==> src/rtl/cadj_pkg.sv <==
`timescale 1ns / 1ps
package cadj_pkg;

  // Gamma table geometry
  localparam int GammaTableDepth = 256;

  // Configuration register indexes
  localparam int CfgIdxW = 2;
  localparam logic [CfgIdxW-1:0] CfgBrightness  = 2'd0;
  localparam logic [CfgIdxW-1:0] CfgContrast    = 2'd1;
  localparam logic [CfgIdxW-1:0] CfgSaturation  = 2'd2;
  localparam logic [CfgIdxW-1:0] CfgGammaEnable = 2'd3;
  localparam int CfgDataW = 7;

  // Fixed-point widths (Q8 samples, Q16 factors)
  localparam int PixW  = 8;
  localparam int OffW  = 18;            // brightness offset minus midpoint, signed Q8
  localparam int FacW  = 18;            // contrast / saturation factor, unsigned Q16
  localparam int DW    = 19;            // pixel + offset - midpoint, signed Q8
  localparam int P1W   = DW + FacW + 1; // contrast product
  localparam int ChW   = 20;            // contrast-adjusted channel, signed Q8
  localparam int LumaW = ChW + 1;       // luma, signed Q8
  localparam int LPW   = ChW + 17;      // weighted channel product
  localparam int LSW   = LPW + 2;       // weighted sum
  localparam int DiffW = LumaW + 1;     // channel minus luma
  localparam int P2W   = DiffW + FacW + 1;
  localparam int XW    = P2W - 16 + 1;  // saturated channel before clamp

  // Pipeline depth from accept to the last lane register
  localparam int PipeStages = 8;

  localparam logic signed [OffW-1:0] OffmReset = -18'sd32640;
  localparam logic [FacW-1:0]        FacReset  = 18'd65536;
  localparam logic signed [16:0]     MidQ8     = 17'sd32640;
  localparam logic signed [16:0]     MaxQ8     = 17'sd65280;
  localparam logic signed [16:0]     HalfQ16   = 17'sd32768;
  localparam logic signed [16:0]     WRed      = 17'sd19595;
  localparam logic signed [16:0]     WGreen    = 17'sd38470;
  localparam logic signed [16:0]     WBlue     = 17'sd7471;

  // Write request to the gamma table copies
  typedef struct packed {
    logic            we;
    logic [PixW-1:0] addr;
    logic [PixW-1:0] data;
  } gamma_wr_t;

  // round(b * 1305.6) - 65280 - 32640, with /10 done by reciprocal
  function automatic logic signed [OffW-1:0] offm_from_setting(input logic [CfgDataW-1:0] b);
    logic [17:0]        base;
    logic [9:0]         m;
    logic [20:0]        mq;
    logic signed [18:0] sum;
    base = 18'(b) * 18'd1305;
    m    = 10'(b) * 10'd6 + 10'd5;
    mq   = 21'(m) * 21'd205;
    sum  = $signed({1'b0, base}) + $signed({12'd0, mq[17:11]}) - 19'sd97920;
    return sum[OffW-1:0];
  endfunction

  // round(v * 65536 / 50), with /100 done by reciprocal
  function automatic logic [FacW-1:0] factor_from_setting(input logic [CfgDataW-1:0] v);
    logic [17:0] base;
    logic [13:0] m;
    logic [26:0] mq;
    base = 18'(v) * 18'd1310;
    m    = 14'(v) * 14'd72 + 14'd50;
    mq   = 27'(m) * 27'd5243;
    return base + 18'(mq[25:19]);
  endfunction

endpackage

==> src/rtl/cadj_luma.sv <==
`timescale 1ns / 1ps
module cadj_luma
  import cadj_pkg::*;
(
  input  logic                    clk_i,
  input  logic signed [ChW-1:0]   ch_r_i,
  input  logic signed [ChW-1:0]   ch_g_i,
  input  logic signed [ChW-1:0]   ch_b_i,
  output logic signed [LumaW-1:0] luma_o
);

  logic signed [LPW-1:0]   pr_q, pg_q, pb_q;
  logic signed [LSW-1:0]   sum;
  logic signed [LumaW-1:0] luma_q;

  always_comb begin
    sum = LSW'(pr_q) + LSW'(pg_q) + LSW'(pb_q) + LSW'(HalfQ16);
  end

  always_ff @(posedge clk_i) begin
    pr_q   <= LPW'(ch_r_i) * LPW'(WRed);
    pg_q   <= LPW'(ch_g_i) * LPW'(WGreen);
    pb_q   <= LPW'(ch_b_i) * LPW'(WBlue);
    luma_q <= sum[16 +: LumaW];
  end

  assign luma_o = luma_q;

endmodule

==> config.mk <==
export PLATFORM = sky130hd
export DESIGN_NAME = cadj_luma
export DESIGN_NICKNAME = d
export VERILOG_FILES = /design/src/rtl/cadj_pkg.sv /design/src/rtl/cadj_luma.sv
export SDC_FILE = /design/constraint.sdc
export NUM_CORES = 1
export LEC_CHECK = 0
export BUFFER_PORTS_ARGS = -buffer_cell sky130_fd_sc_hd__buf_2
export CORE_MARGIN = 2
export CORE_UTILIZATION = 70
export CTS_BUF_LIST = sky130_fd_sc_hd__clkbuf_4 sky130_fd_sc_hd__clkbuf_8
export DETAILED_ROUTE_END_ITERATION = 10
export PLACE_DENSITY = 0.89
export SYNTH_ARGS = -nofsm -noshare
export SYNTH_HDL_FRONTEND = slang
export SYNTH_SLANG_ARGS = --single-unit
==> constraint.sdc <==
create_clock -name clk_i -period 15.07 [get_ports clk_i]
set_clock_uncertainty 0.15 [all_clocks]
set_input_delay 0 -clock clk_i [delete_from_list [all_inputs] [get_ports clk_i]]
set_output_delay 0 -clock clk_i [all_outputs]
set_load 0.1 [all_outputs]
After elaboration in Yosys (flattened, before gate mapping). Cells that the tools add are included.

Register bits: 127. Input bits: 61. Output and inout port bits: 21. Word-level logic and storage cells: 10.

Add/sub/neg operators: 3. $mul: 3.

Operators with widths (count): multiplier 20 x 16 -> 36 bit (second input constant) (2); adder 36 x 37 -> 37 bit (1); adder 37 x 17 -> 37 bit (second input constant) (1); adder 37 x 34 -> 37 bit (1); multiplier 20 x 14 -> 34 bit (second input constant) (1).

Logic depth before layout (Yosys ltp).
Word-level depth: 3. Gate-level depth with buffers: 22. Gate-level depth less buffers: 22.

Least setup slack after synthesis. Ideal clock, no wire load.

Kind: input port to flip-flop. Start point: in ch_b_i[9]. End point: reg pb_q[31]. Setup time: 0.123 ns. Stages: 20. Path buffers: 0. Required time: 14.797 ns. Arrival time: 4.632 ns. Slack: 10.164 ns. Cell sequence: ha_1 inv_1 fa_1 inv_1 fa_1 fa_1 fa_1 inv_1 fa_1 inv_1 ha_1 and3_1 and3_1 a211oi_1 a211oi_1 o2111ai_1 nand3_1 a21oi_1 a21oi_1 xor2_1.

Cells in the longest elaborated chain, start to end: 1.

Ends and longest elaborated chain: start: declaration (line cadj_luma.sv:8) `input logic signed [ChW-1:0] ch_b_i,`; multiplier 20 x 14 -> 34 bit (line cadj_luma.sv:23) `pb_q <= LPW'(ch_b_i) * LPW'(WBlue);`; end signal: assignment (line cadj_luma.sv:23); end: declaration (line cadj_luma.sv:12) `logic signed [LPW-1:0] pr_q, pg_q, pb_q;`.

No other way between the ends.

Worst setup path after layout.
Start point: in ch_b_i[2]. End point: reg pb_q[31].

The elaborated chain is that of the path after synthesis.

==> results.cfg <==
[outcome]
status = completed

[clock_network]
clk-insertion-delay-late_ns = 0.45
clkTransAtPathRegs_ns = 0.09
cts_tree = built
cts_buffers = 17
cts_sinks = 127
cts_root_buf = clkbuf_8
postCtsHoldBufs = 10
ctsResizeCount = 0
htree_num_levels = 4
cts_buffer_depth = 2
postCtsSetupRepairBufs = 0

[logic_synthesis]
ys_ff_latch = 127
synthFlopType = dfxtp_1
synthArstFlopShare = 0
synth.distinct_cells = 76
syn_nets = 3189
synth.top_cell.area_share = 0.320
synth_edf_count = 0
synth_top_area_cell = fa_1
synth_area_mm2 = 0.0229
avgSynthCellArea_um2 = 10.1
yosysWarnings = 0
ys_top_cells_by_area = fa_1 32%, ha_1 27%, dfxtp_1 11%
synthTopCellsByCount = 558 x inv_1, 494 x ha_1, 365 x fa_1
yosysMostFrequentCell = inv_1
syn_inst = 2269
yosysSeqAreaShare = 0.111

[worst_setup_path]
cp_slowest_cell = dlygate4sd3_1
path_class = in2reg
critPathLaunch = ch_b_i[2]
critPathTopFamily = adder cells
required_ns = 15.24
startpoint_type = input port
cpPeakStageDelay_ns = 0.53
cp_data_arrival_time_ns = 5.82
reg2reg_from = pb_q[4]$_DFF_P_
cp_max_fo = 6
crit_buf_inv = 6
cpMostUsedCell = fa_1
end_kind = flop
crit_chain = dlygate4sd3_1 > buf_2 > ha_1 > inv_1 > fa_1 > inv_1 > fa_1 > fa_1 > fa_1 > inv_1 > fa_1 > inv_1 > ha_1 > and3_1 > and3_1 > a211oi_1 > a211oi_1 > o2111ai_1 > nand3_1 > a21oi_1 > a21oi_1 > xor2_1

[sta]
post-route-period-util = 0.375
finalHoldViolCount = 0
rsz0062_at_grt = false
finalSetupViolations = 0
finalSetupTns_ns = 0
final-max-slew-violation-count = 0
fin_hold_ws_ns = 0.0593
worst_slew_pin_slew_ns = 0.778
slew-limit-headroom = 0.481
timing.fmax_mhz = 177
period_minus_slack_ns = 5.65

[placed_design]
dp.cells = 2778
portBuffers = 81
place_area_mm2 = 0.0238
dp_hpwl_um = 44300
place_congestion = 0.934

[cells_and_area]
diodes = 0
layout.nets = 3285
syn_to_final_growth_pct = 6.39
final_cells = 2819
fin_area_mm2 = 0.0243
drive_gt1_frac = 0.0589

[worst_hold_path]
hold_class = in2reg
min-delay-start = ch_r_i[3]

[detailed_routing]
drc = 0
routedWlPerCell_um = 18.4
wl_um = 51800
drt_first_pass_iters = 5
vias_per_cell = 5.76
ant_nets = 0
drt_iter0_drc = 1004
num_vias = 16246

[global_route]
grt.total_usage = 0.321
grt_util_met3 = 0.0466
antenna_found_initial = 0
grt_pass1_wl_um = 85600
grt-ovfl-total = 0
use_met1 = 0.409
use_met2 = 0.558
grt-busiest-layer = met2
grt_max_degree = 40
grt_pass1_vias = 17719

[floorplanning]
die_w_um = 185
fp.dieH_um = 185
core-area_mm2 = 0.0324
rows = 66
initial_core_util = 0.706
pin_count = 82
die-area_mm2 = 0.0341

[flow_run]
drv_cap = 0
through the flow:
step / setup slack [ns] / utilization
final: 9.42 / 0.752
after global routing: 9.14 / 0.752
after CTS: 9.51 / 0.752
after detailed placement: 9.34 / 0.734
after global placement: 9.53 / 0.734
after floorplan: 10.16 / -
tightest hold or removal path: cells and delay by family:
family	cells	cell delay, ns
adders and majority gates	3	0.44
buffers and inverters	1	0.19
metal layers:
| layer | vias up | part of all wire |
|---|---|---|
| met5 | - | 0 |
| met2 | 550 | 0.51 |
| met3 | 137 | 0.054 |
| met4 | 0 | 0.035 |
| li1 | 7508 | - |
| met1 | 8051 | 0.40 |
path summary, 6_finish.rpt:
check,end,slack [ns],cells after the start
min,pr_q[3]$_DFF_P_,0.06,4
max,pb_q[31]$_DFF_P_,9.42,22
max reg2reg,luma_o[14]$_DFF_P_,10.93,12
min reg2reg,luma_o[20]$_DFF_P_,0.73,3
cell type report:
cell class / instances / area, um^2
Multi-Input combinational cell: 1570 / 18200
Fill cell: 2094 / 8040
Sequential cell: 127 / 2540
Inverter: 558 / 2090
Tap cell: 442 / 553
Timing Repair Buffer: 91 / 505
Clock buffer: 18 / 241
Clock inverter: 13 / 213
cells by family (layout without fill, tap and decap cells):
group / Yosys count / after routing / share of synthesized area
AO/OA/AOI/OAI: 342 / 342 / 0.101
XOR/XNOR: 131 / 131 / 0.0502
adder cells (fa/ha/maj): 860 / 860 / 0.590
buffers and inverters: 572 / 680 / 0.0939
flip-flops: 127 / 127 / 0.111
multiplexers: 8 / 8 / 0.00350
AND/OR/NAND/NOR: 229 / 229 / 0.0501
flip-flops by register name (all words and copies together) (netlist names):
register	count
pg_q	36
luma_o	21
pr_q	36
pb_q	34
cell usage in the layout, fill, tap and decap left out, types with 4 or more instances in the layout:
master         count
nor2b_1           17
nor3_1            11
ha_1             494
clkbuf_8          17
nor2_1            54
a31oi_1            9
o21ai_0           47
and3_1            12
and2_1             6
dlygate4sd3_1     10
nand2_1           61
fa_1             365
bufinv_16          5
dfxtp_1          127
a211oi_1          10
mux2i_1            8
buf_2             81
a21oi_1          108
o21bai_1          12
o21a_1             9
inv_1            558
xor2_1            37
xnor2_1           94
nand3_1           19
nand4_1           13
nand2b_1          13
o211ai_1           9
a21o_1            80
a211o_1            4
Power is left out: the tool's default activity adds up to more than one toggle a clock period on the data nets, which glitch-free logic cannot reach.
