==> src/rtl/cadj_pkg.sv <==
`timescale 1ns / 1ps
package cadj_pkg;

  // Gamma table geometry
  localparam int GammaTableDepth = 256;

  // Configuration register indexes
  localparam int CfgIdxW = 2;
  localparam logic [CfgIdxW-1:0] CfgBrightness  = 2'd0;
  localparam logic [CfgIdxW-1:0] CfgContrast    = 2'd1;
  localparam logic [CfgIdxW-1:0] CfgSaturation  = 2'd2;
  localparam logic [CfgIdxW-1:0] CfgGammaEnable = 2'd3;
  localparam int CfgDataW = 7;

  // Fixed-point widths (Q8 samples, Q16 factors)
  localparam int PixW  = 8;
  localparam int OffW  = 18;            // brightness offset minus midpoint, signed Q8
  localparam int FacW  = 18;            // contrast / saturation factor, unsigned Q16
  localparam int DW    = 19;            // pixel + offset - midpoint, signed Q8
  localparam int P1W   = DW + FacW + 1; // contrast product
  localparam int ChW   = 20;            // contrast-adjusted channel, signed Q8
  localparam int LumaW = ChW + 1;       // luma, signed Q8
  localparam int LPW   = ChW + 17;      // weighted channel product
  localparam int LSW   = LPW + 2;       // weighted sum
  localparam int DiffW = LumaW + 1;     // channel minus luma
  localparam int P2W   = DiffW + FacW + 1;
  localparam int XW    = P2W - 16 + 1;  // saturated channel before clamp

  // Pipeline depth from accept to the last lane register
  localparam int PipeStages = 8;

  localparam logic signed [OffW-1:0] OffmReset = -18'sd32640;
  localparam logic [FacW-1:0]        FacReset  = 18'd65536;
  localparam logic signed [16:0]     MidQ8     = 17'sd32640;
  localparam logic signed [16:0]     MaxQ8     = 17'sd65280;
  localparam logic signed [16:0]     HalfQ16   = 17'sd32768;
  localparam logic signed [16:0]     WRed      = 17'sd19595;
  localparam logic signed [16:0]     WGreen    = 17'sd38470;
  localparam logic signed [16:0]     WBlue     = 17'sd7471;

  // Write request to the gamma table copies
  typedef struct packed {
    logic            we;
    logic [PixW-1:0] addr;
    logic [PixW-1:0] data;
  } gamma_wr_t;

  // round(b * 1305.6) - 65280 - 32640, with /10 done by reciprocal
  function automatic logic signed [OffW-1:0] offm_from_setting(input logic [CfgDataW-1:0] b);
    logic [17:0]        base;
    logic [9:0]         m;
    logic [20:0]        mq;
    logic signed [18:0] sum;
    base = 18'(b) * 18'd1305;
    m    = 10'(b) * 10'd6 + 10'd5;
    mq   = 21'(m) * 21'd205;
    sum  = $signed({1'b0, base}) + $signed({12'd0, mq[17:11]}) - 19'sd97920;
    return sum[OffW-1:0];
  endfunction

  // round(v * 65536 / 50), with /100 done by reciprocal
  function automatic logic [FacW-1:0] factor_from_setting(input logic [CfgDataW-1:0] v);
    logic [17:0] base;
    logic [13:0] m;
    logic [26:0] mq;
    base = 18'(v) * 18'd1310;
    m    = 14'(v) * 14'd72 + 14'd50;
    mq   = 27'(m) * 27'd5243;
    return base + 18'(mq[25:19]);
  endfunction

endpackage

==> src/rtl/cadj_gamma.sv <==
`timescale 1ns / 1ps
module cadj_gamma
  import cadj_pkg::*;
#(
  parameter int Depth = GammaTableDepth
) (
  input  logic            clk_i,
  input  gamma_wr_t       wr_i,
  input  logic [PixW-1:0] val_i,
  input  logic            gamma_en_i,
  output logic [PixW-1:0] out_o
);

  localparam int AW = $clog2(Depth);

  logic [PixW-1:0] mem [Depth];
  logic [PixW-1:0] rd_q;
  logic [PixW-1:0] val_q;

  always_ff @(posedge clk_i) begin
    if (wr_i.we) begin
      mem[wr_i.addr[AW-1:0]] <= wr_i.data;
    end
    rd_q  <= mem[val_i[AW-1:0]];
    val_q <= val_i;
  end

  assign out_o = gamma_en_i ? rd_q : val_q;

endmodule

==> config.mk <==
export PLATFORM = sky130hd
export DESIGN_NAME = cadj_gamma
export DESIGN_NICKNAME = d
export VERILOG_FILES = /design/src/rtl/cadj_pkg.sv /design/src/rtl/cadj_gamma.sv
export SDC_FILE = /design/constraint.sdc
export NUM_CORES = 2
export LEC_CHECK = 0
export ABC_AREA = 1
export BUFFER_PORTS_ARGS = -buffer_cell sky130_fd_sc_hd__buf_2
export CAP_MARGIN = 10
export CELL_PAD_IN_SITES_DETAIL_PLACEMENT = 1
export CELL_PAD_IN_SITES_GLOBAL_PLACEMENT = 1
export CORE_ASPECT_RATIO = 1.2
export CORE_UTILIZATION = 28
export CTS_CLUSTER_SIZE = 30
export DETAILED_ROUTE_END_ITERATION = 8
export GPL_ROUTABILITY_DRIVEN = 0
export HOLD_SLACK_MARGIN = 0.02
export PLACE_DENSITY_LB_ADDON = 0.1
export SETUP_SLACK_MARGIN = 0.5
export SYNTH_ARGS = -nofsm -noshare
export SYNTH_HDL_FRONTEND = slang
export SYNTH_SLANG_ARGS = --single-unit
==> constraint.sdc <==
create_clock -name clk_i -period 1.6 [get_ports clk_i]
set_input_delay 0.08 -clock clk_i [delete_from_list [all_inputs] [get_ports clk_i]]
set_output_delay 0.08 -clock clk_i [all_outputs]
set_load 0.005 [all_outputs]
# Yosys cells after proc, flatten, opt, wreduce, memory -nomap -nowiden
# Memory sizes are Yosys's and may differ from the RTL's. A register that Yosys moved wholly into a read port is not among the register bits.
# Index checks and enable logic that the tools add are counted.
# Widths: inputs -> output; s select.
# classes
n_mux	3
# op_table
cell	count
$mux 8	1
$mux 1	2
# totals
memories	1
mem_bits_rw	2048
register_bits	8
output_inout_bits	8
inputBits	27
# memory_table
memory	words	width	rd	rd_clocked_by_memory_dff	wr	line	rtl
mem	256	8	1	1	1	cadj_gamma.sv:16	logic [PixW-1:0] mem [Depth];

# Depth between registers and ports, before layout
# logic_depth
ltp_word	2
ltp_mapped	15
ltp_nobuf	11

# Worst setup path after synthesis
# No wires, ideal clock.
# synth_path
path_kind	input-to-reg
start	input wr_i[16] in the netlist's numbering
end	memory mem[162][0], enable pin
setup_ns	0.370
path_stages	4
path_slack_ns	0.029
t_required_ns	1.230
arrival_ns	1.201
path_cell_list	clkbuf_1 > nand3_1 > clkbuf_1 > nor2_1
# synth_between
elab_chain_len	2
# synth_lines
item	line	rtl
start, declared	cadj_gamma.sv:8	input gamma_wr_t wr_i,
$mux 1	cadj_gamma.sv:21	if (wr_i.we) begin
$mux 1 (not written as such)	cadj_gamma.sv:22	mem[wr_i.addr[AW-1:0]] <= wr_i.data;
end, declared	cadj_gamma.sv:16	
# No other way between the ends.

# Worst setup path after layout
# layout_path
start	register rd_q[5], read port of mem
end	output out_o[5]
# layout_between
elab_chain_len	1
# layout_lines
item	line	rtl
start, declared	cadj_gamma.sv:17	logic [PixW-1:0] rd_q;
$mux 8	cadj_gamma.sv:28	assign out_o = gamma_en_i ? rd_q : val_q;
end, declared	cadj_gamma.sv:11	output logic [PixW-1:0] out_o
# No other way between the ends.

==> impl_metrics.json <==
{
  "synthCells": 7020,
  "synth_warnings": 0,
  "routed_via_density": 4.828,
  "finalSetupViolCount": 9,
  "outcome": "finished, violations left",
  "slew_headroom_pct": 27.74,
  "dp_hpwl_um": 198600,
  "grt_antenna_before_repair": 12,
  "placed_cell_area_mm2": 0.09700,
  "crit_path_cell_trace": "mux2_4 -> buf_6",
  "fp.dieW_um": 500.9,
  "clock_sinks": 2064,
  "rsz0062_at_grt": "true",
  "finalCriticalPeriod_ps": 1813,
  "hold_viol_final": 87,
  "htreeDepth": 4,
  "synth_nets": 7047,
  "totalWireLength_um": 304500,
  "clkLatencyLatePin_ps": 900,
  "syn_avg_cell_area_um2": 11.91,
  "area_growth_pct": 29.02,
  "vias": 56680,
  "syn_area_mm2": 0.08364,
  "hp-class": "input pin to register",
  "cts_tree": "built",
  "leakage_nw": 37.57,
  "powerDensity_mw_per_mm2": 1133,
  "firstDrtPassIters": 5,
  "postCtsHoldBufs": 19,
  "drt_iter0_drc": 3744,
  "worstMarginPinSlew_ps": 1080,
  "die_area_mm2": 0.3009,
  "final_cells": 11740,
  "final_cell_area_mm2": 0.1079,
  "skew_ps": 64.47,
  "grt_use_total_pct": 20.09,
  "grt_pass1_wl_um": 440600,
  "grt_pass1_vias": 59460,
  "drive_above_1_share_pct": 23.52,
  "clk_pin_slew_ps": 60,
  "rows": 219,
  "die_h_um": 600.7,
  "numCtsBuffers": 230,
  "routedWlPerCell_um": 25.93,
  "cts_buffer_depth": 4,
  "required_ps": 1520,
  "end_kind": "output pin",
  "cpMaxStageDelayCell": "dfxtp_4",
  "fin_nets": 7603,
  "setup_ws_ps": -212.9,
  "drv_slew": 0,
  "crit_family": "flip-flops",
  "start_util_pct": 28.19,
  "io_pins": 35,
  "timing.fmax_mhz": 551.6,
  "cp_max_fo": 1,
  "violations": "hold timing, setup timing",
  "grt.overflow.total": 0,
  "synth_cell_types": 14,
  "antenna_left": 0,
  "worst_ir_drop_vdd_uv": 826.9,
  "critPathBufInv": 1,
  "crit_arrival_ps": 1730,
  "hold_ws_ps": -83.41,
  "criticalPathCategory": "register to output pin",
  "io_buffers": 34,
  "critPathLaunchType": "register",
  "yosysSeqAreaShare_pct": 73.91,
  "cpPeakStageDelay_ps": 370,
  "synth-seq-cells": 2064,
  "period_share_pct": 113.3,
  "drv_cap": 0,
  "dpl.cell_count": 11300,
  "cts_root_buf": "clkbuf_16",
  "coreArea_mm2": 0.2968,
  "grt_max_degree": 77,
  "drc": 0
}
[Yosys cell counts]
cell	instances	area (µm²)
inv_1	36	135.1
buf_6	6	67.56
inv_2	2	7.510
buf_1	45	168.9
buf_2	238	1191
edfxtp_1	2048	61500
nand3_1	2019	10100
mux2_2	8	90.09
clkbuf_1	118	442.9
dfxtp_1	16	320.3
nor2_1	283	1062
nand2_1	2123	7969
inv_4	1	6.260
buf_4	77	578.1
[cell type report]
type,instances,area (µm²)
clock buffer,291,6088
antenna,4,10.01
sequential,2064,61840
clock inverter,123,1166
timing repair buffer,808,9906
fill,31150,188800
multi-input combinational,4433,23720
tap,3978,4977
inverter,39,206.4
[stage by stage]
step | worst slack (ps) | TNS (ps) | hold slack, ps | util [%] | total power [mW]
global route | -258.4 | -2091 | -86.79 | 36.36 | 126.2
floorplan | 179.7 | 0 | 107.7 | - | 64.79
CTS | -287.2 | -2217 | 28.23 | 36.05 | 123.8
finish | -212.9 | -1543 | -83.41 | 36.36 | 122.3
global placement | -1074 | -340820 | 422.2 | 32.69 | 69.83
detailed placement | -1100 | -358570 | 429.4 | 32.69 | 69.88
[kinds of logic after synthesis]
| family | Yosys count | synth area share [%] |
|---|---|---|
| DFF | 2064 | 73.91 |
| and+or+nand+nor | 4425 | 22.88 |
| muxes | 8 | 0.1077 |
| buffers and inverters | 523 | 3.105 |
[state kept, by name, indices dropped and copies added, names as in the netlist]
register  cells
val_q         8
mem        2048
rd_q          8
[worst reg2reg max path, cell delays in order, from the launching register on]
cell and delay (ps):
edfxtp_1 360, nand2_1 70, nand3_1 100, nand3_2 140, nand3_1 150, nand3_2 140
nand3_2 140, nand3_1 140, nand2_2 100, buf_4 140, nand2_1 50, nand2_1 70
[worst paths after layout]
path	startpoint	slack (ps)	endpoint	cells past startpoint
hold / removal	wr_i[15]	-80	mem[49][0]	5
setup reg to reg	mem[69][7]	-90	rd_q[7]	11
setup / recovery	rd_q[5]	-210	out_o[5]	2
hold reg to reg	mem[90][1]	1050	rd_q[1]	10
[power breakdown]
part / total (mW) / switching (mW) / internal, mW
Clock: 52.7 / 22.5 / 30.3
Combinational: 9.90 / 6.77 / 3.13
Sequential: 59.7 / 0.0904 / 59.6
Total: 122 / 29.3 / 92.9
[what timing repair did]
item,CTS,global route
pin swaps,119,113
buffers inserted,0,7
cloned,0,1
setup endpoints to repair,16,1857
resized for setup,482,160
hold endpoints to repair,2616,232
[routing by layer]
| layer | part of all wire (%) | track usage, % | up-vias | wire, µm |
|---|---|---|---|---|
| met5 | 0 | 0 | - | 0 |
| met4 | 2.4 | 4.723 | 0 | 7283 |
| met3 | 2.9 | 2.019 | 355 | 8913 |
| met2 | 50 | 34.43 | 772 | 151200 |
| met1 | 45 | 27.14 | 29450 | 137100 |
| li1 | - | - | 26100 | - |
[placed cells by master, fill, tap and decap left out]
cell	synthesis	routed
inv_16	0	2
nand3_4	0	110
buf_8	0	11
buf_2	238	13
diode_2	0	4
clkinvlp_4	0	8
nand2_4	0	13
buf_4	77	452
clkinv_4	0	4
inv_6	0	4
dfxtp_1	16	9
clkinv_2	0	37
nand2_1	2123	2070
mux2_4	0	8
nand3_1	2019	1579
dlymetal6s4s_1	0	1
nand2_2	0	38
buf_12	0	291
bufinv_16	0	22
nor2_4	0	141
dfxtp_2	0	2
nand3_2	0	330
clkinv_1	0	49
nor2_2	0	61
inv_8	0	5
dfxtp_4	0	5
edfxtp_1	2048	2048
nand2_8	0	2
buf_6	6	23
clkbuf_8	0	4
inv_1	36	26
nor2_1	283	81
dlygate4sd3_1	0	16
inv_2	2	5
clkbuf_1	118	54
clkbuf_16	0	234
(Power assumes the default switching activity.)
