$ cat src/rtl/cadj_pkg.sv
`timescale 1ns / 1ps
package cadj_pkg;

  // Gamma table geometry
  localparam int GammaTableDepth = 256;

  // Configuration register indexes
  localparam int CfgIdxW = 2;
  localparam logic [CfgIdxW-1:0] CfgBrightness  = 2'd0;
  localparam logic [CfgIdxW-1:0] CfgContrast    = 2'd1;
  localparam logic [CfgIdxW-1:0] CfgSaturation  = 2'd2;
  localparam logic [CfgIdxW-1:0] CfgGammaEnable = 2'd3;
  localparam int CfgDataW = 7;

  // Fixed-point widths (Q8 samples, Q16 factors)
  localparam int PixW  = 8;
  localparam int OffW  = 18;            // brightness offset minus midpoint, signed Q8
  localparam int FacW  = 18;            // contrast / saturation factor, unsigned Q16
  localparam int DW    = 19;            // pixel + offset - midpoint, signed Q8
  localparam int P1W   = DW + FacW + 1; // contrast product
  localparam int ChW   = 20;            // contrast-adjusted channel, signed Q8
  localparam int LumaW = ChW + 1;       // luma, signed Q8
  localparam int LPW   = ChW + 17;      // weighted channel product
  localparam int LSW   = LPW + 2;       // weighted sum
  localparam int DiffW = LumaW + 1;     // channel minus luma
  localparam int P2W   = DiffW + FacW + 1;
  localparam int XW    = P2W - 16 + 1;  // saturated channel before clamp

  // Pipeline depth from accept to the last lane register
  localparam int PipeStages = 8;

  localparam logic signed [OffW-1:0] OffmReset = -18'sd32640;
  localparam logic [FacW-1:0]        FacReset  = 18'd65536;
  localparam logic signed [16:0]     MidQ8     = 17'sd32640;
  localparam logic signed [16:0]     MaxQ8     = 17'sd65280;
  localparam logic signed [16:0]     HalfQ16   = 17'sd32768;
  localparam logic signed [16:0]     WRed      = 17'sd19595;
  localparam logic signed [16:0]     WGreen    = 17'sd38470;
  localparam logic signed [16:0]     WBlue     = 17'sd7471;

  // Write request to the gamma table copies
  typedef struct packed {
    logic            we;
    logic [PixW-1:0] addr;
    logic [PixW-1:0] data;
  } gamma_wr_t;

  // round(b * 1305.6) - 65280 - 32640, with /10 done by reciprocal
  function automatic logic signed [OffW-1:0] offm_from_setting(input logic [CfgDataW-1:0] b);
    logic [17:0]        base;
    logic [9:0]         m;
    logic [20:0]        mq;
    logic signed [18:0] sum;
    base = 18'(b) * 18'd1305;
    m    = 10'(b) * 10'd6 + 10'd5;
    mq   = 21'(m) * 21'd205;
    sum  = $signed({1'b0, base}) + $signed({12'd0, mq[17:11]}) - 19'sd97920;
    return sum[OffW-1:0];
  endfunction

  // round(v * 65536 / 50), with /100 done by reciprocal
  function automatic logic [FacW-1:0] factor_from_setting(input logic [CfgDataW-1:0] v);
    logic [17:0] base;
    logic [13:0] m;
    logic [26:0] mq;
    base = 18'(v) * 18'd1310;
    m    = 14'(v) * 14'd72 + 14'd50;
    mq   = 27'(m) * 27'd5243;
    return base + 18'(mq[25:19]);
  endfunction

endpackage

$ cat src/rtl/cadj_lane.sv
`timescale 1ns / 1ps
module cadj_lane
  import cadj_pkg::*;
(
  input  logic                    clk_i,
  input  logic [PixW-1:0]         pix_i,
  input  logic signed [OffW-1:0]  offm_i,
  input  logic [FacW-1:0]         cf_i,
  input  logic [FacW-1:0]         sf_i,
  input  logic signed [LumaW-1:0] luma_i,
  output logic signed [ChW-1:0]   ch_o,
  output logic [PixW-1:0]         val_o
);

  logic signed [DW-1:0]    d_q, d_d;
  logic signed [P1W-1:0]   p1_q, p1_d, t1;
  logic signed [ChW-1:0]   ch_q, ch_d, ch1_q, ch2_q;
  logic signed [DiffW-1:0] diff_q, diff_d;
  logic signed [LumaW-1:0] luma1_q, luma2_q;
  logic signed [P2W-1:0]   p2_q, p2_d, t2;
  logic signed [XW-1:0]    x;
  logic [15:0]             xc;
  logic [16:0]             xr;
  logic [PixW-1:0]         val_q, val_d;

  always_comb begin
    d_d    = $signed({3'b000, pix_i, 8'h00}) + DW'(offm_i);
    p1_d   = P1W'(d_q) * P1W'($signed({1'b0, cf_i}));
    t1     = p1_q + P1W'(HalfQ16);
    ch_d   = $signed(t1[16 +: ChW]) + ChW'(MidQ8);
    diff_d = DiffW'(ch2_q) - DiffW'(luma_i);
    p2_d   = P2W'(diff_q) * P2W'($signed({1'b0, sf_i}));
    t2     = p2_q + P2W'(HalfQ16);
    x      = XW'($signed(t2[P2W-1:16])) + XW'(luma2_q);
    if (x < 0) begin
      xc = 16'd0;
    end else if (x > XW'(MaxQ8)) begin
      xc = 16'(MaxQ8);
    end else begin
      xc = x[15:0];
    end
    xr    = 17'(xc) + 17'd128;
    val_d = xr[15:8];
  end

  always_ff @(posedge clk_i) begin
    d_q     <= d_d;
    p1_q    <= p1_d;
    ch_q    <= ch_d;
    ch1_q   <= ch_q;
    ch2_q   <= ch1_q;
    diff_q  <= diff_d;
    luma1_q <= luma_i;
    p2_q    <= p2_d;
    luma2_q <= luma1_q;
    val_q   <= val_d;
  end

  assign ch_o  = ch_q;
  assign val_o = val_q;

endmodule

$ cat config.mk
export PLATFORM = sky130hd
export DESIGN_NAME = cadj_lane
export DESIGN_NICKNAME = d
export VERILOG_FILES = /design/src/rtl/cadj_pkg.sv /design/src/rtl/cadj_lane.sv
export SDC_FILE = /design/constraint.sdc
export NUM_CORES = 2
export LEC_CHECK = 0
export BUFFER_PORTS_ARGS = -buffer_cell sky130_fd_sc_hd__buf_2
export CELL_PAD_IN_SITES_DETAIL_PLACEMENT = 1
export CELL_PAD_IN_SITES_GLOBAL_PLACEMENT = 2
export CORE_MARGIN = 3
export CORE_UTILIZATION = 45
export CTS_CLUSTER_DIAMETER = 60
export CTS_CLUSTER_SIZE = 8
export DETAILED_ROUTE_END_ITERATION = 8
export HOLD_SLACK_MARGIN = 0.08
export PLACE_DENSITY = 0.9
export SKIP_LAST_GASP = 1
export SLEW_MARGIN = 20
export SYNTH_ARGS = -nofsm -noshare
export SYNTH_HDL_FRONTEND = slang
export SYNTH_SLANG_ARGS = --single-unit
$ cat constraint.sdc
create_clock -name clk_i -period 15.6 [get_ports clk_i]
set_clock_uncertainty 0.05 [all_clocks]
set_input_delay 1.56 -clock clk_i [delete_from_list [all_inputs] [get_ports clk_i]]
set_output_delay 1.56 -clock clk_i [all_outputs]
set_load 0.005 [all_outputs]
# Word level (Yosys, flattened, before mapping)
# Cells that the tools add are included.
# totals
reg_bits,228
out_inout_bits,28
word_cells,23
input_bits,84
# op_classes
n_lt_le_gt_ge,2
addsub,7
mux,2
multipliers,2
# ops
op,count
41-bit by 17-bit adder with 41-bit output (second input constant),1
22-bit by 19-bit multiplier with 41-bit output,1
36-bit by 17-bit adder with 36-bit output (second input constant),1
19-bit by 19-bit multiplier with 36-bit output,1
16-bit 2-to-1 mux,2
25-bit by 21-bit adder with 26-bit output,1
26-bit by 17-bit greater-than comparator with 1-bit output (second input constant),1
26-bit by 1-bit < comparator with 1-bit output (second input constant),1
20-bit by 21-bit subtractor with 22-bit output,1
20-bit by 16-bit adder with 20-bit output (second input constant),1
17-bit by 18-bit adder with 19-bit output,1
16-bit by 8-bit adder with 16-bit output (second input constant),1

# Logic depth before layout (Yosys ltp)
# logic_depth
depth_word,6
ltp_mapped,26
mapped_depth_nobuf,24

# Least setup slack after synthesis
# OpenSTA, ideal clock, no wires.
# synth_timing
path_kind,input-to-reg
start,input port sf_i[1]
end,register p2_q[39]
setup_time_ns,0.118
arrival_time_ns,7.501
path_stages,24
slack_ns,7.931
path_cell_list,clkbuf_1 nand2_1 inv_1 fa_1 fa_1 inv_1 fa_1 inv_1 fa_1 fa_1 inv_1 fa_1 inv_1 ha_1 nand4_1 or3_1 a311oi_1 a21oi_1 o31ai_1 a221oi_1 o21ai_0 nand2b_1 a21oi_1 xnor2_1
# synth_between
elab_chain_cells,1
# synth_rtl
element,line_no,text
from (decl),cadj_lane.sv:9,"input logic [FacW-1:0] sf_i,"
22-bit by 19-bit multiplier with 41-bit output,cadj_lane.sv:32,"p2_d = P2W'(diff_q) * P2W'($signed({1'b0, sf_i}));"
net p2_d[39],cadj_lane.sv:20,"logic signed [P2W-1:0] p2_q, p2_d, t2;"
to (signal assigned),cadj_lane.sv:54,p2_q <= p2_d;
to (decl),cadj_lane.sv:20,
# The timed path passes the listed nets, and every way through them passes these cells.

# Worst setup path in the final report
# layout_timing
start,input port sf_i[8]
end,register p2_q[39]
# The elaborated chain is that of the path after synthesis.

==> flow_metrics.py <==
metrics = {
    "sta": {
        "rsz0062_at_grt": "no",
        "finalHoldViolations": 0,
        "slew_viol_final": 0,
        "worst_pin_slew_ns": 0.9751,
        "maxSlewHeadroom": 0.3491,
        "finalSetupViolCount": 0,
        "setup_ws_ns": 7.345,
        "min_period_ns": 8.255,
        "max_freq_ghz": 0.1211,
        "tns_ns": 0,
        "finalCritPeriodShare": 0.5292,
    },
    "grt": {
        "grt_pass1_vias": 27452,
        "track_usage": 0.2369,
        "grt_pass1_wl_um": 145800,
        "grt_util_met2": 0.4519,
        "grt.busiest_layer": "met2",
        "use_met1": 0.2823,
        "grt_max_degree": 26,
        "grt_util_met3": 0.02284,
        "antenna_found_initial": 2,
        "overflow": 0,
    },
    "critical_path": {
        "cp_data_arrival_time_ns": 8.58,
        "start_kind": "input pin",
        "crit_required_ns": 15.92,
        "cp_common_cell": "fa_1",
        "reg2reg_depth": 23,
        "crit_fanout": 22,
        "crit_slowest_cell": "o31ai_1",
        "worstSetupEndpoint": "p2_q[39]",
        "cp-end-kind": "register",
        "cp.depth": 24,
        "critPathMaxStageDelay_ns": 0.63,
        "critPathLaunch": "sf_i[8]",
        "crit_family": "adder cells",
        "crit_chain": "buf_2 > and2_1 > fa_1 > inv_1 > fa_1 > fa_1 > inv_1 > fa_1 > fa_1 > inv_1 > fa_1 > inv_1 > ha_1 > and3_1 > nand3_1 > nand3b_1 > a311oi_1 > a21oi_1 > o31ai_1 > a221oi_1 > o21ai_0 > nand2b_1 > a21oi_1 > xnor2_1",
        "path_buf_inv": 5,
        "r2r-end": "p2_q[39]",
        "r2r-start": "diff_q[21]",
        "path_class": "in -> reg",
        "r2r_slack_ns": 7.89,
    },
    "clock_tree": {
        "cts.repair.resized": 0,
        "clk_path_buf_depth": 2,
        "postCtsSetupRepairBufs": 0,
        "cts.sinks": 198,
        "cts_tree": "yes",
        "clk_latency_ns": 0.50,
        "cts_buffers": 17,
        "cts.clk_slew.worst_paths_ns": 0.11,
        "cts_hold_buf": 0,
        "cts_max_level": 4,
        "cts_root_buf": "clkbuf_16",
    },
    "logic_synthesis": {
        "ys_seq_area_frac": 0.1162,
        "yosysTopAreaCell": "fa_1",
        "yosysMostFrequentCell": "inv_1",
        "syn_nets": 4772,
        "synth.cell_area_um2": 34100,
        "synth_edf_count": 0,
        "synth_area_leaders": "fa_1 43%, dfxtp_1 12%, inv_1 11%",
        "async_flop_share": 0,
        "yosys.cell_types.count": 65,
        "synthCells": 3696,
        "synth.avg_cell_area_um2": 9.226,
        "ys_warn_count": 0,
        "synth_top_cells_by_count": "975 x inv_1, 735 x fa_1, 412 x nand2_1, 386 x and2_1, 257 x ha_1",
        "ys_seq_elements": 198,
        "yosys.area.top_type_share": 0.4315,
        "synth_top_flop_cell": "dfxtp_1",
    },
    "route": {
        "drtAntennaViolNets": 0,
        "wl_um": 88850,
        "num_vias": 23804,
        "viasPerCell": 5.053,
        "drc": 0,
        "avgRoutedWirePerCell_um": 18.86,
        "drt_iter0_drc": 822,
        "first_pass_iters": 5,
    },
    "finish": {
        "drive_gt1_frac": 0.04650,
        "diodes": 0,
        "syn2layout_area_growth_pct": 6.260,
        "nets": 4805,
        "fin_cells": 4711,
        "final_area_um2": 36230,
    },
    "floorplanning": {
        "io_pins": 112,
        "die_w_um": 281.3,
        "coreArea_um2": 74700,
        "die_y_um": 281.3,
        "rows": 100,
        "start_util": 0.4565,
        "dieArea_um2": 79110,
    },
    "placed_design": {
        "dp.cells": 4679,
        "dp_slack_ns": 6.886,
        "gp_congestion": 0.8223,
        "dpl_cell_area_um2": 35570,
        "portBuffers": 111,
        "hpwlAfterDp_um": 73460,
    },
    "outcome": {
        "status": "complete, no violations",
    },
    "hold_path": {
        "hp-class": "reg -> reg",
    },
    "flow_run": {
        "max_cap_violations": 0,
    },
}
[state kept, by name, summed over array words and instances, names as in the netlist]
signal / cells
d_q: 19
val_o: 8
ch_o: 20
luma1_q: 21
ch2_q: 20
diff_q: 22
p2_q: 26
luma2_q: 21
p1_q: 21
ch1_q: 20
[final cells by class]
class | instances | area, um^2
fill | 8705 | 38460
multi-input combinational | 2408 | 26040
sequential | 198 | 3964
timing repair buffer | 129 | 690.7
inverter | 975 | 3660
clock buffer | 17 | 425.4
tap | 969 | 1212
clock inverter | 15 | 236.5
[worst min path at each step]
stage | endpoint | start | slack, ns | cells after the start
floorplan | ch2_q[0] | ch1_q[0] | 0.26 | 0
global placement | luma2_q[8] | luma1_q[8] | 0.26 | 0
detailed placement | ch2_q[19] | ch1_q[19] | 0.26 | 0
CTS | luma2_q[14] | luma1_q[14] | 0.27 | 0
global route | luma2_q[14] | luma1_q[14] | 0.26 | 0
finish | luma2_q[14] | luma1_q[14] | 0.27 | 0
[per-stage QoR]
stage | hold WS [ns] | util
6_report | 0.2656 | 0.4851
5_1_grt | 0.2587 | 0.4851
4_1_cts | 0.2713 | 0.4850
3_5_place_dp | 0.2635 | 0.4762
3_3_place_gp | 0.2606 | 0.4762
2_1_floorplan | 0.2596 | -
[cells by family after synthesis]
group                      count (synthesis)  share of synthesized area
muxes                                      3                  0.0008807
xor gates and xnor gates                 160                    0.04110
AOI/OAI and AO/OA                        236                    0.04594
buffers and inverters                   1090                     0.1200
adders and majority gates                992                     0.5258
DFF                                      198                     0.1162
and+or+nand+nor                         1017                     0.1500
[routing by layer]
layer,vias to the layer above,part of all wire
li1,10852,-
met1,12507,0.41
met2,339,0.54
met3,106,0.024
met4,0,0.027
met5,-,0
[placed cells by master, fill, tap and decap left out, types with 11 or more instances in the layout]
cell type / count
nand4_1: 17
ha_1: 257
a21oi_1: 76
buf_2: 111
and3_1: 19
dfxtp_1: 198
and2_1: 386
inv_1: 975
o21a_1: 11
nor2b_1: 14
nand2b_1: 15
xor2_1: 50
nor3_1: 19
nand3_1: 41
nor2_1: 68
a21o_1: 26
fa_1: 735
clkbuf_16: 17
nand2_1: 412
buf_4: 18
xnor2_1: 110
o21ai_0: 41
Power is not shown: default switching activity piles up to over one toggle a cycle in this logic, so the estimate is an artifact.
